--- config.mk ---
export PLATFORM = sky130hd
export DESIGN_NAME = stx_etx_frame_receiver_core
export DESIGN_NICKNAME = d
export VERILOG_FILES = /design/src/rtl/core/stxfr_pkg.sv /design/src/rtl/core/stx_etx_frame_receiver_core.sv /design/src/rtl/core/stxfr_parse.sv /design/src/rtl/core/stxfr_store.sv
export VERILOG_INCLUDE_DIRS = /design/src /design/src/rtl/core
export SDC_FILE = /design/constraint.sdc
export NUM_CORES = 1
export LEC_CHECK = 0
export BUFFER_PORTS_ARGS = -buffer_cell sky130_fd_sc_hd__buf_2
export CAP_MARGIN = 0
export CORE_ASPECT_RATIO = 1.75
export CORE_UTILIZATION = 35
export DETAILED_ROUTE_END_ITERATION = 6
export SLEW_MARGIN = 20
export SYNTH_ARGS = -nofsm -noshare
export SYNTH_HDL_FRONTEND = slang
export SYNTH_HIERARCHICAL = 1
export SYNTH_SLANG_ARGS = --single-unit
--- constraint.sdc ---
create_clock -name clk -period 3.9 [get_ports clk]
set_clock_uncertainty 0.1 [all_clocks]
set_input_delay 0.585 -clock clk [delete_from_list [all_inputs] [get_ports clk]]
set_output_delay 0.585 -clock clk [all_outputs]
set_load 0.01 [all_outputs]
--- src/rtl/core/stx_etx_frame_receiver_core_defines.svh ---
// ---------------------------------------------------------------------------
// stx/etx frame receiver assertion macros
// shared macros for the concurrent checks of the receiver core
// ---------------------------------------------------------------------------
`ifndef STX_ETX_FRAME_RECEIVER_CORE_DEFINES_SVH
`define STX_ETX_FRAME_RECEIVER_CORE_DEFINES_SVH

// condition and consequence in the same cycle
`define STXFR_ASSERT_NOW(label, clk, rst, cond, cons) \
  label: assert property (@(posedge clk) disable iff (rst) (cond) |-> (cons)) \
    else $error("stxfr check failed");

// consequence in the cycle after the condition
`define STXFR_ASSERT_NEXT(label, clk, rst, cond, cons) \
  label: assert property (@(posedge clk) disable iff (rst) (cond) |=> (cons)) \
    else $error("stxfr check failed");

`endif

--- src/rtl/core/stxfr_pkg.sv ---
// ---------------------------------------------------------------------------
// stxfr_pkg
// types and constants shared by the stx/etx frame receiver modules
// ---------------------------------------------------------------------------
package stxfr_pkg;

  // frame hunting phase, one-hot
  typedef enum logic [3:0] {
    HUNT_START = 4'b0001,
    HUNT_OP    = 4'b0010,
    HUNT_LEN   = 4'b0100,
    HUNT_DATA  = 4'b1000
  } hunt_t;

  // result status codes
  localparam logic [2:0] ST_NONE     = 3'd0;
  localparam logic [2:0] ST_DONE     = 3'd1;
  localparam logic [2:0] ST_BAD_OP   = 3'd2;
  localparam logic [2:0] ST_MISMATCH = 3'd3;
  localparam logic [2:0] ST_OVERFLOW = 3'd4;

  // item kinds
  localparam logic KIND_RECEIVE = 1'b0;
  localparam logic KIND_READ    = 1'b1;

  // operation digit range, ascii '0' to '5'
  localparam logic [7:0] OP_DIGIT_LO = 8'h30;
  localparam logic [7:0] OP_DIGIT_HI = 8'h35;

  // register index, taken from paddr[2]
  localparam logic REG_START_BYTE = 1'b0;
  localparam logic REG_END_BYTE   = 1'b1;

  // reset values of the registers
  localparam logic [7:0] START_BYTE_RST = 8'h02;
  localparam logic [7:0] END_BYTE_RST   = 8'h03;

  // write request into the frame store
  typedef struct packed {
    logic       en;
    logic [7:0] data;
  } store_wr_t;

endpackage

--- src/rtl/core/stx_etx_frame_receiver_core.sv ---
// ---------------------------------------------------------------------------
// stx_etx_frame_receiver_core
// start/end delimited frame receiver with length check and byte buffer
// ---------------------------------------------------------------------------
// channel  direction  handshake              payload
// in       input      in_valid / in_stall    kind, rx_byte, read_index
// out      output     out_valid / out_stall  status, op_code, data_length,
//                                            frame_length, read_data
// cfg      input      apb (psel, penable)    start_byte, end_byte
//
// one transaction per cycle while the result is not stalled, through an input
// register, then the parse step and buffer access into the result register
// the buffer has a single write port and a single read port, one access each
// per cycle
// reset is synchronous; the buffer is not cleared and needs no sweep
// a stalled result holds while one more transaction waits in the input register
// ---------------------------------------------------------------------------
`include "stx_etx_frame_receiver_core_defines.svh"

module stx_etx_frame_receiver_core #(
  parameter int BUFFER_DEPTH = 64
) (
  input  logic        clk,
  input  logic        rst,
  // input channel
  input  logic        in_valid,
  output logic        in_stall,
  input  logic        kind,
  input  logic [7:0]  rx_byte,
  input  logic [5:0]  read_index,
  // output channel
  output logic        out_valid,
  input  logic        out_stall,
  output logic [2:0]  status,
  output logic [2:0]  op_code,
  output logic [7:0]  data_length,
  output logic [5:0]  frame_length,
  output logic [7:0]  read_data,
  // configuration port
  input  logic        psel,
  input  logic        penable,
  input  logic        pwrite,
  input  logic [2:0]  paddr,
  input  logic [31:0] pwdata,
  output logic [31:0] prdata,
  output logic        pready
);
  import stxfr_pkg::*;

  localparam int AW = $clog2(BUFFER_DEPTH);

  logic            s1_valid;
  logic            s1_kind;
  logic [7:0]      s1_rx_byte;
  logic [5:0]      s1_read_index;
  logic            advance;
  logic            commit;
  logic            rd_sel;
  logic [AW+5:0]   rd_pad;
  logic [7:0]      start_byte;
  logic [7:0]      end_byte;
  logic [2:0]      parse_status;
  store_wr_t       wr;
  logic [AW-1:0]   wr_addr;

  // configuration registers
  assign pready = 1'b1;

  always_ff @(posedge clk) begin
    if (rst) begin
      start_byte <= START_BYTE_RST;
      end_byte   <= END_BYTE_RST;
    end else if (psel && penable && pwrite && pready) begin
      unique case (paddr[2])
        REG_START_BYTE: start_byte <= pwdata[7:0];
        REG_END_BYTE:   end_byte   <= pwdata[7:0];
        default:        start_byte <= start_byte;
      endcase
    end
  end

  always_comb begin
    unique case (paddr[2])
      REG_START_BYTE: prdata = {24'b0, start_byte};
      REG_END_BYTE:   prdata = {24'b0, end_byte};
      default:        prdata = '0;
    endcase
  end

  // handshake: result register frees when empty or taken
  assign advance  = !out_valid || !out_stall;
  assign commit   = s1_valid && advance;
  assign in_stall = s1_valid && !advance;

  // input register
  always_ff @(posedge clk) begin
    if (rst) begin
      s1_valid <= 1'b0;
    end else if (!in_stall) begin
      s1_valid <= in_valid;
    end
  end

  always_ff @(posedge clk) begin
    if (!in_stall && in_valid) begin
      s1_kind       <= kind;
      s1_rx_byte    <= rx_byte;
      s1_read_index <= read_index;
    end
  end

  // parse step
  stxfr_parse #(
    .BUFFER_DEPTH (BUFFER_DEPTH)
  ) u_parse (
    .clk          (clk),
    .rst          (rst),
    .step         (commit && (s1_kind == KIND_RECEIVE)),
    .rx_byte      (s1_rx_byte),
    .start_byte   (start_byte),
    .end_byte     (end_byte),
    .status       (parse_status),
    .wr           (wr),
    .wr_addr      (wr_addr),
    .op_code      (op_code),
    .data_length  (data_length),
    .frame_length (frame_length)
  );

  // frame buffer
  assign rd_sel = (s1_kind == KIND_READ) && (32'(s1_read_index) < BUFFER_DEPTH);
  assign rd_pad = {{AW{1'b0}}, s1_read_index};

  stxfr_store #(
    .BUFFER_DEPTH (BUFFER_DEPTH)
  ) u_store (
    .clk       (clk),
    .rst       (rst),
    .wr_go     (commit && (s1_kind == KIND_RECEIVE)),
    .wr        (wr),
    .wr_addr   (wr_addr),
    .load      (commit),
    .rd_sel    (rd_sel),
    .rd_addr   (rd_pad[AW-1:0]),
    .read_data (read_data)
  );

  // result register
  always_ff @(posedge clk) begin
    if (rst) begin
      out_valid <= 1'b0;
    end else if (advance) begin
      out_valid <= s1_valid;
    end
  end

  always_ff @(posedge clk) begin
    if (commit) begin
      status <= (s1_kind == KIND_RECEIVE) ? parse_status : ST_NONE;
    end
  end

  // checks
  `STXFR_ASSERT_NEXT(a_commit_fills_out, clk, rst, commit, out_valid)
  `STXFR_ASSERT_NEXT(a_drain_empties_out, clk, rst, out_valid && !out_stall && !s1_valid, !out_valid)
  `STXFR_ASSERT_NOW(a_done_length, clk, rst, out_valid && (status == ST_DONE), frame_length == 6'(data_length + 8'd3))

endmodule

--- src/rtl/core/stxfr_parse.sv ---
// ---------------------------------------------------------------------------
// stxfr_parse
// frame hunting state and per-byte decision logic of the receiver
// ---------------------------------------------------------------------------
module stxfr_parse #(
  parameter int BUFFER_DEPTH = 64
) (
  input  logic                        clk,
  input  logic                        rst,
  input  logic                        step,
  input  logic [7:0]                  rx_byte,
  input  logic [7:0]                  start_byte,
  input  logic [7:0]                  end_byte,
  output logic [2:0]                  status,
  output stxfr_pkg::store_wr_t        wr,
  output logic [$clog2(BUFFER_DEPTH)-1:0] wr_addr,
  output logic [2:0]                  op_code,
  output logic [7:0]                  data_length,
  output logic [5:0]                  frame_length
);
  import stxfr_pkg::*;

  localparam int AW   = $clog2(BUFFER_DEPTH);
  localparam int WI_W = $clog2(BUFFER_DEPTH + 1);

  hunt_t            hunt, hunt_next;
  logic [WI_W-1:0]  write_index, write_index_next;
  logic [WI_W-1:0]  data_count, data_count_next;
  logic [7:0]       declared_length, declared_length_next;
  logic [2:0]       pending_op, pending_op_next;
  logic [2:0]       last_op, last_op_next;
  logic [7:0]       last_length, last_length_next;
  logic [WI_W-1:0]  last_frame_length, last_frame_length_next;
  logic             store_ok;
  logic             bad_digit;
  logic [WI_W+5:0]  flen_pad;

  assign store_ok  = 32'(write_index) < BUFFER_DEPTH;
  assign bad_digit = (rx_byte < OP_DIGIT_LO) || (rx_byte > OP_DIGIT_HI);
  assign wr_addr   = write_index[AW-1:0];

  // per-byte decision
  always_comb begin
    hunt_next              = hunt;
    write_index_next       = write_index;
    data_count_next        = data_count;
    declared_length_next   = declared_length;
    pending_op_next        = pending_op;
    last_op_next           = last_op;
    last_length_next       = last_length;
    last_frame_length_next = last_frame_length;
    status                 = ST_NONE;
    wr.en                  = 1'b0;
    wr.data                = rx_byte;
    unique case (hunt)
      HUNT_START: begin
        if (rx_byte == start_byte) begin
          wr.en            = 1'b1;
          write_index_next = WI_W'(1);
          data_count_next  = '0;
          hunt_next        = HUNT_OP;
        end
      end
      HUNT_OP: begin
        if (bad_digit) begin
          status = ST_BAD_OP;
        end else if (!store_ok) begin
          status = ST_OVERFLOW;
        end else begin
          wr.en            = 1'b1;
          write_index_next = write_index + WI_W'(1);
          pending_op_next  = 3'(rx_byte - OP_DIGIT_LO);
          hunt_next        = HUNT_LEN;
        end
      end
      HUNT_LEN: begin
        if (!store_ok) begin
          status = ST_OVERFLOW;
        end else begin
          wr.en                = 1'b1;
          write_index_next     = write_index + WI_W'(1);
          declared_length_next = rx_byte;
          data_count_next      = '0;
          hunt_next            = HUNT_DATA;
        end
      end
      HUNT_DATA: begin
        if (rx_byte != end_byte) begin
          if (!store_ok) begin
            status = ST_OVERFLOW;
          end else begin
            wr.en            = 1'b1;
            write_index_next = write_index + WI_W'(1);
            data_count_next  = data_count + WI_W'(1);
          end
        end else if (32'(data_count) != 32'(declared_length)) begin
          status = ST_MISMATCH;
        end else if (!store_ok) begin
          status = ST_OVERFLOW;
        end else begin
          wr.en                  = 1'b1;
          last_frame_length_next = write_index;
          last_op_next           = pending_op;
          last_length_next       = declared_length;
          status                 = ST_DONE;
        end
      end
      default: begin
        hunt_next = HUNT_START;
      end
    endcase
    // any error or completion drops the frame in progress
    if (status != ST_NONE) begin
      hunt_next        = HUNT_START;
      write_index_next = '0;
      data_count_next  = '0;
    end
  end

  // state registers, updated once per received byte
  always_ff @(posedge clk) begin
    if (rst) begin
      hunt              <= HUNT_START;
      write_index       <= '0;
      data_count        <= '0;
      declared_length   <= '0;
      pending_op        <= '0;
      last_op           <= '0;
      last_length       <= '0;
      last_frame_length <= '0;
    end else if (step) begin
      hunt              <= hunt_next;
      write_index       <= write_index_next;
      data_count        <= data_count_next;
      declared_length   <= declared_length_next;
      pending_op        <= pending_op_next;
      last_op           <= last_op_next;
      last_length       <= last_length_next;
      last_frame_length <= last_frame_length_next;
    end
  end

  // last accepted frame, frame length masked to six bits
  assign flen_pad     = {6'b0, last_frame_length};
  assign frame_length = flen_pad[5:0];
  assign op_code      = last_op;
  assign data_length  = last_length;

endmodule

--- src/rtl/core/stxfr_store.sv ---
// ---------------------------------------------------------------------------
// stxfr_store
// frame byte buffer with one write port and one registered read port
// ---------------------------------------------------------------------------
module stxfr_store #(
  parameter int BUFFER_DEPTH = 64
) (
  input  logic                            clk,
  input  logic                            rst,
  input  logic                            wr_go,
  input  stxfr_pkg::store_wr_t            wr,
  input  logic [$clog2(BUFFER_DEPTH)-1:0] wr_addr,
  input  logic                            load,
  input  logic                            rd_sel,
  input  logic [$clog2(BUFFER_DEPTH)-1:0] rd_addr,
  output logic [7:0]                      read_data
);
  import stxfr_pkg::*;

  logic [7:0] mem [BUFFER_DEPTH];
  logic [7:0] rd_q;
  logic       rd_hit;

  // byte write
  always_ff @(posedge clk) begin
    if (wr_go && wr.en) begin
      mem[wr_addr] <= wr.data;
    end
  end

  // registered read, loaded with the result register
  always_ff @(posedge clk) begin
    if (load && rd_sel) begin
      rd_q <= mem[rd_addr];
    end
  end

  always_ff @(posedge clk) begin
    if (rst) begin
      rd_hit <= 1'b0;
    end else if (load) begin
      rd_hit <= rd_sel;
    end
  end

  // receive items and reads beyond the buffer give zero
  assign read_data = rd_hit ? rd_q : 8'h00;

endmodule

# Yosys cells after proc, flatten, opt, wreduce, memory -nomap -nowiden
# Memory sizes are Yosys's and may differ from the RTL's. A register that Yosys moved wholly into a read port is not among the register bits.
# Index checks and enable logic that the tools add are counted.
[word_totals]
reg_bits = 83
latchBits = 0
ramBits = 512
rom_bits = 0
input_bits = 57
out_inout_bits = 63
word_cells = 102
mem_count = 1
[mem_list]
columns = ["memory", "depth", "width", "rd", "rd_ports_with_merged_regs", "wr", "line", "source"]
rows = [
  ["u_store.mem", 64, 8, 1, 1, 1, "stxfr_store.sv:20", "logic [7:0] mem [BUFFER_DEPTH];"],
]
[op_classes]
add_sub_neg = 3
n_mul = 0
n_div = 0
n_lt_le_gt_ge = 3
eq_ne = 14
shift = 0
mux = 34
bitwise_logic = 5
reduce_logical = 25
[ops]
columns = ["op", "n"]
rows = [
  ["$mux W7", 10],
  ["$pmux W32 S2", 1],
  ["$pmux W7 S4", 1],
  ["$pmux W7 S3", 1],
  ["$mux W4", 5],
  ["$pmux W4 S4", 1],
  ["$mux W3", 5],
  ["$ne A3 B1 Y1 const B", 5],
  ["$add A7 B1 Y7 const B", 2],
  ["$reduce_and A6 Y1", 2],
  ["$reduce_and A5 Y1", 2],
  ["$pmux W3 S3", 1],
  ["$eq A8 B8 Y1", 1],
  ["$gt A8 B6 Y1 const B", 1],
  ["$logic_and A1 B1 Y1", 8],
  ["$lt A8 B6 Y1 const B", 1],
  ["$mux W8", 1],
  ["$ne A7 B8 Y1", 1],
  ["$ne A8 B8 Y1", 1],
  ["$lt A7 B7 Y1 const B", 1],
  ["$mux W1", 7],
  ["$not A1 Y1", 5],
  ["$reduce_bool A5 Y1", 1],
  ["$eq A4 B1 Y1 const B", 1],
  ["other kinds (14)", 19],
]

# Longest topological paths before layout
[depth]
ltp_word = 8
mapped_depth = 10
depth_no_buf = 10

# Cells and area by module
# Netlist, hierarchy kept.
[by_module_without_submodules]
columns = ["module", "n_inst", "cells_per_inst", "area_per_inst_um2", "seq_area_each_um2"]
rows = [
  ["stxfr_store", 1, 962, 20235.7, 15635.0],
  ["stxfr_parse", 1, 295, 2572.5, 920.9],
  ["stx_etx_frame_receiver_core", 1, 131, 1610.3, 900.9],
]

# Least setup slack after synthesis
# Ideal clock, no wire load.
[synth_timing]
path_kind = "register to register"
from = "reg s1_rx_byte[1]"
to = "mem u_store.mem[62][0] (enable)"
setup_ps = 370
t_arrival_ps = 2637
required_time_ps = 3430
slack_ps = 793
path_stages_with_launch = 10
path_buffers = 0
synth_period_minus_slack_ps = 3107
cell_sequence = "edfxtp_1 > a211o_1 > nor3_1 > nor3b_1 > nor3_1 > o31ai_1 > nand2_1 > nor2_1 > nand3_1 > nor2_1"
[synth_lines]
columns = ["element", "line", "source"]
rows = [
  ["start: declaration", "stx_etx_frame_receiver_core.sv:54", "logic [7:0] s1_rx_byte;"],
  ["start signal: assignment", "stx_etx_frame_receiver_core.sv:107", "s1_rx_byte <= rx_byte;"],
  ["end: declaration", "stxfr_store.sv:20", ""],
]

==> results.toml <==
[outcome]
outcome = "complete, no violations"

[floorplanning]
site_rows = 127
initial_utilization_pct = 35.49
dieWidth_microns = 201.7
die-area_sq_mm = 0.07087
height_of_the_chip_microns = 351.4
design.portCount = 120
coreArea_sq_mm = 0.06880

[placement]
gp_routability_congestion = 0.9280
detailed_place_hpwl_mm = 37.78
place.port_buffers = 68
placedInstanceArea_sq_mm = 0.02613
pre_cts_slack_ps = 293.0

[logic_synthesis]
yosys_warning_total = 6
postSynthRegisterBits = 603
synth_seq_area_share_pct = 71.49
count_of_flip_flops_with_a_built_in_enable_after_synthesis = 538
yosys.area.top_type = "edfxtp_1"
ys_top_cells_by_area = "edfxtp_1 66%, mux4_2 12%, dfxtp_1 5.3%, mux2i_1 2.2%, nor2_1 2.1%"
syn-mean-instance-area_sq_um = 17.59
synth_top_area_share_pct = 66.16
netlist-cell-type-count = 68
synth_most_common_cell = "edfxtp_1"
synth_cells = 1388
synthTopCellsByCount = "538 x edfxtp_1, 136 x nor2_1, 128 x mux4_2"
synthArstFlopShare_pct = 0
post_synth_instance_area_sq_mm = 0.02442
synth-main-ff-cell = "edfxtp_1"

[layout]
util_after_layout_pct = 40.42
antenna-diode-count = 0
postLayoutCellArea_sq_mm = 0.02781
final_nets = 1581
synthToLayoutAreaGrowth_pct = 13.89
drive_gt1_share_pct = 25.64
layout.filler_cells = 6135

[worst_hold_path]
min-delay-path-class = "input pin to flip-flop"
worst_hold_path.num_cells = 1

[global_routing]
grt_first_pass_wirelength_mm = 84.97
globalRoute.totalOverflow = 0
groute.layer.met1.usage_pct = 17.31
largest_net_degree_at_the_start_of_global_routing = 68
groute.usage.overall_pct = 16.09
global_route.usage.met3_pct = 1.968
grt_pass1_vias = 13400
grt_peak_use_layer = "met2"
grt.met2_usage_pct = 31.33
antenna_violations_before_repair = 1

[clocking]
number_of_sinks_driven_by_the_clock_tree = 603
tritoncts_clock_tree = "built"
post-cts-setup-buffers = 0
ctsHoldBuffers = 0
htree_num_levels = 2
insertion_delay_ps = 590
cts.reportedPaths.clkPinSlew_ps = 60
cts_resized = 0
cts.path.max_buffers = 3
clock_tree_root_driver_cell = "clkbuf_16"
numCtsBuffers = 51

[detailed_routing]
post_drt_wl_per_cell_microns = 22.86
detailed_routing_iterations_pass_1 = 5
antenna_violating_nets_post_route = 0
overall_routed_net_length_mm = 56.31
first_drt_iteration_drcs = 1035
num_vias = 12710
via_per_inst = 5.158
drc_errors = 0

[sta]
finalWorstPathRequiredPeriod_ps = 3546
maxSlewViolCount = 0
worst_slew_margin_rel_pct = 41.22
period_share_pct = 90.92
setup_total_negative_slack_ps = 0
timing.final.setup_violations = 0
maximum_clock_frequency_mhz = 282.0
postLayoutSetupSlackWorst_ps = 354.0
final_hold_vios = 0
timing_worst_slew_pin_value_ps = 878.5
unrepaired_setup_endpoints_after_global_routing = "no"

[setup_path]
critical_path.cell_chain = "a211o_1 > nor3_1 > nor3b_1 > buf_4 > nor3_1 > o31ai_1 > and3_1 > nand3_1 > buf_4 > nor2_1"
crit_fanout = 8
timing.critical_path.from_type = "flip-flop"
cpMaxStageDelayCell = "nor2_1"
required_ps = 4000
critical_path.max_stage_delay_ps = 660
worst-endpoint-arrival_ps = 3650
cp-end-kind = "flip-flop"
path_class = "flip-flop to flip-flop"
rr_worst_depth = 10

[pwr]
p_leak_nw = 9.164
p_per_area_mw_per_mm2 = 462.7
power.ir.vdd_worst_v = 0.0003689

[run]
max-cap-violations = 0
[per-layer routing]
layer  vias up  routed length, microns
met3        89                    2532
met2       365                   31440
met5         -                       0
met4         0                    2091
met1      6588                   20250
li1       5663                       -
[worst max-delay path: cells and delay by family, from the launching register on]
| family | cells | cell delay, ps |
|---|---|---|
| buf+inv | 2 | 360 |
| simple gates | 6 | 1610 |
| flops | 1 | 450 |
| compound gates | 2 | 620 |
[cell families (layout without fill, tap and decap cells)]
family                   count (synthesis)  in the layout  share of synthesized area [%]
flip-flops                             603            603                          71.49
AND/OR/NAND/NOR                        326            326                          6.559
multiplexers                           194            194                          14.58
buffers and inverters                  121            270                          3.044
AO/OA/AOI/OAI                          116            116                          3.336
XOR/XNOR                                24             24                         0.8608
adder cells (fa/ha/maj)                  2              2                         0.1025
other                                    2             25                        0.03076
[final cells by class]
class                      count  area (sq um)  area share [%]
multi-input combinational    687          6305           22.67
sequential                   603         17460           62.77
timing repair buffer         165          1181           4.247
tap                          903          1130           4.063
clock inverter                27         306.5           1.102
inverter                      14         52.55          0.1890
clock buffer                  64          1378           4.954
[path summary, 6_finish.rpt]
kind                            slack, ps               endpoint                   from
worst max-delay path                  350     u_store/mem[39][5]          s1_rx_byte[1]
worst min-delay path                   70          s1_rx_byte[3]             rx_byte[3]
worst max register to register        350     u_store/mem[39][5]          s1_rx_byte[1]
worst min register to register        370  u_parse/pending_op[1]  u_parse/pending_op[1]
[registers in the layout (all words and copies together), names as in the netlist, 4 cells and up]
signal / count
s1_rx_byte: 8
u_parse/last_frame_length: 6
u_parse/data_length: 8
u_parse/write_index: 7
start_byte: 8
s1_read_index: 6
u_store/rd_q: 8
end_byte: 8
u_parse/hunt: 4
u_parse/data_count: 7
u_parse/declared_length: 8
u_store/mem: 512
[per-stage QoR]
stage | power [W] | cells | hold WS [ps]
finish | 0.01287 | 2463 | 69.54
global placement | 0.007830 | 2372 | 351.7
CTS | 0.01300 | 2463 | 31.85
global route | 0.01323 | 2463 | 49.91
detailed placement | 0.007842 | 2372 | 352.4
floorplan | 0.007622 | 1411 | 334.4
[placed cells by master, fill, tap and decap left out, drive strengths merged, types with 14 or more instances in the layout]
cell / count
buf: 165
dfxtp: 65
inv: 15
clkbuf: 64
nor3: 14
mux2i: 53
nor2b: 18
o22ai: 20
nor2: 137
edfxtp: 538
nand2: 42
a21oi: 18
clkinv: 19
nand2b: 32
conb: 25
o21ai: 22
xnor2: 20
mux4: 128
nand3: 27
[power by group]
group / switching (W) / leakage, nW / internal (W)
Sequential: 0.0000235 / 5.37 / 0.00705
Combinational: 0.000384 / 2.96 / 0.000235
Clock: 0.00222 / 0.829 / 0.00296
Total: 0.00263 / 9.16 / 0.0102
(Power assumes the default switching activity.)
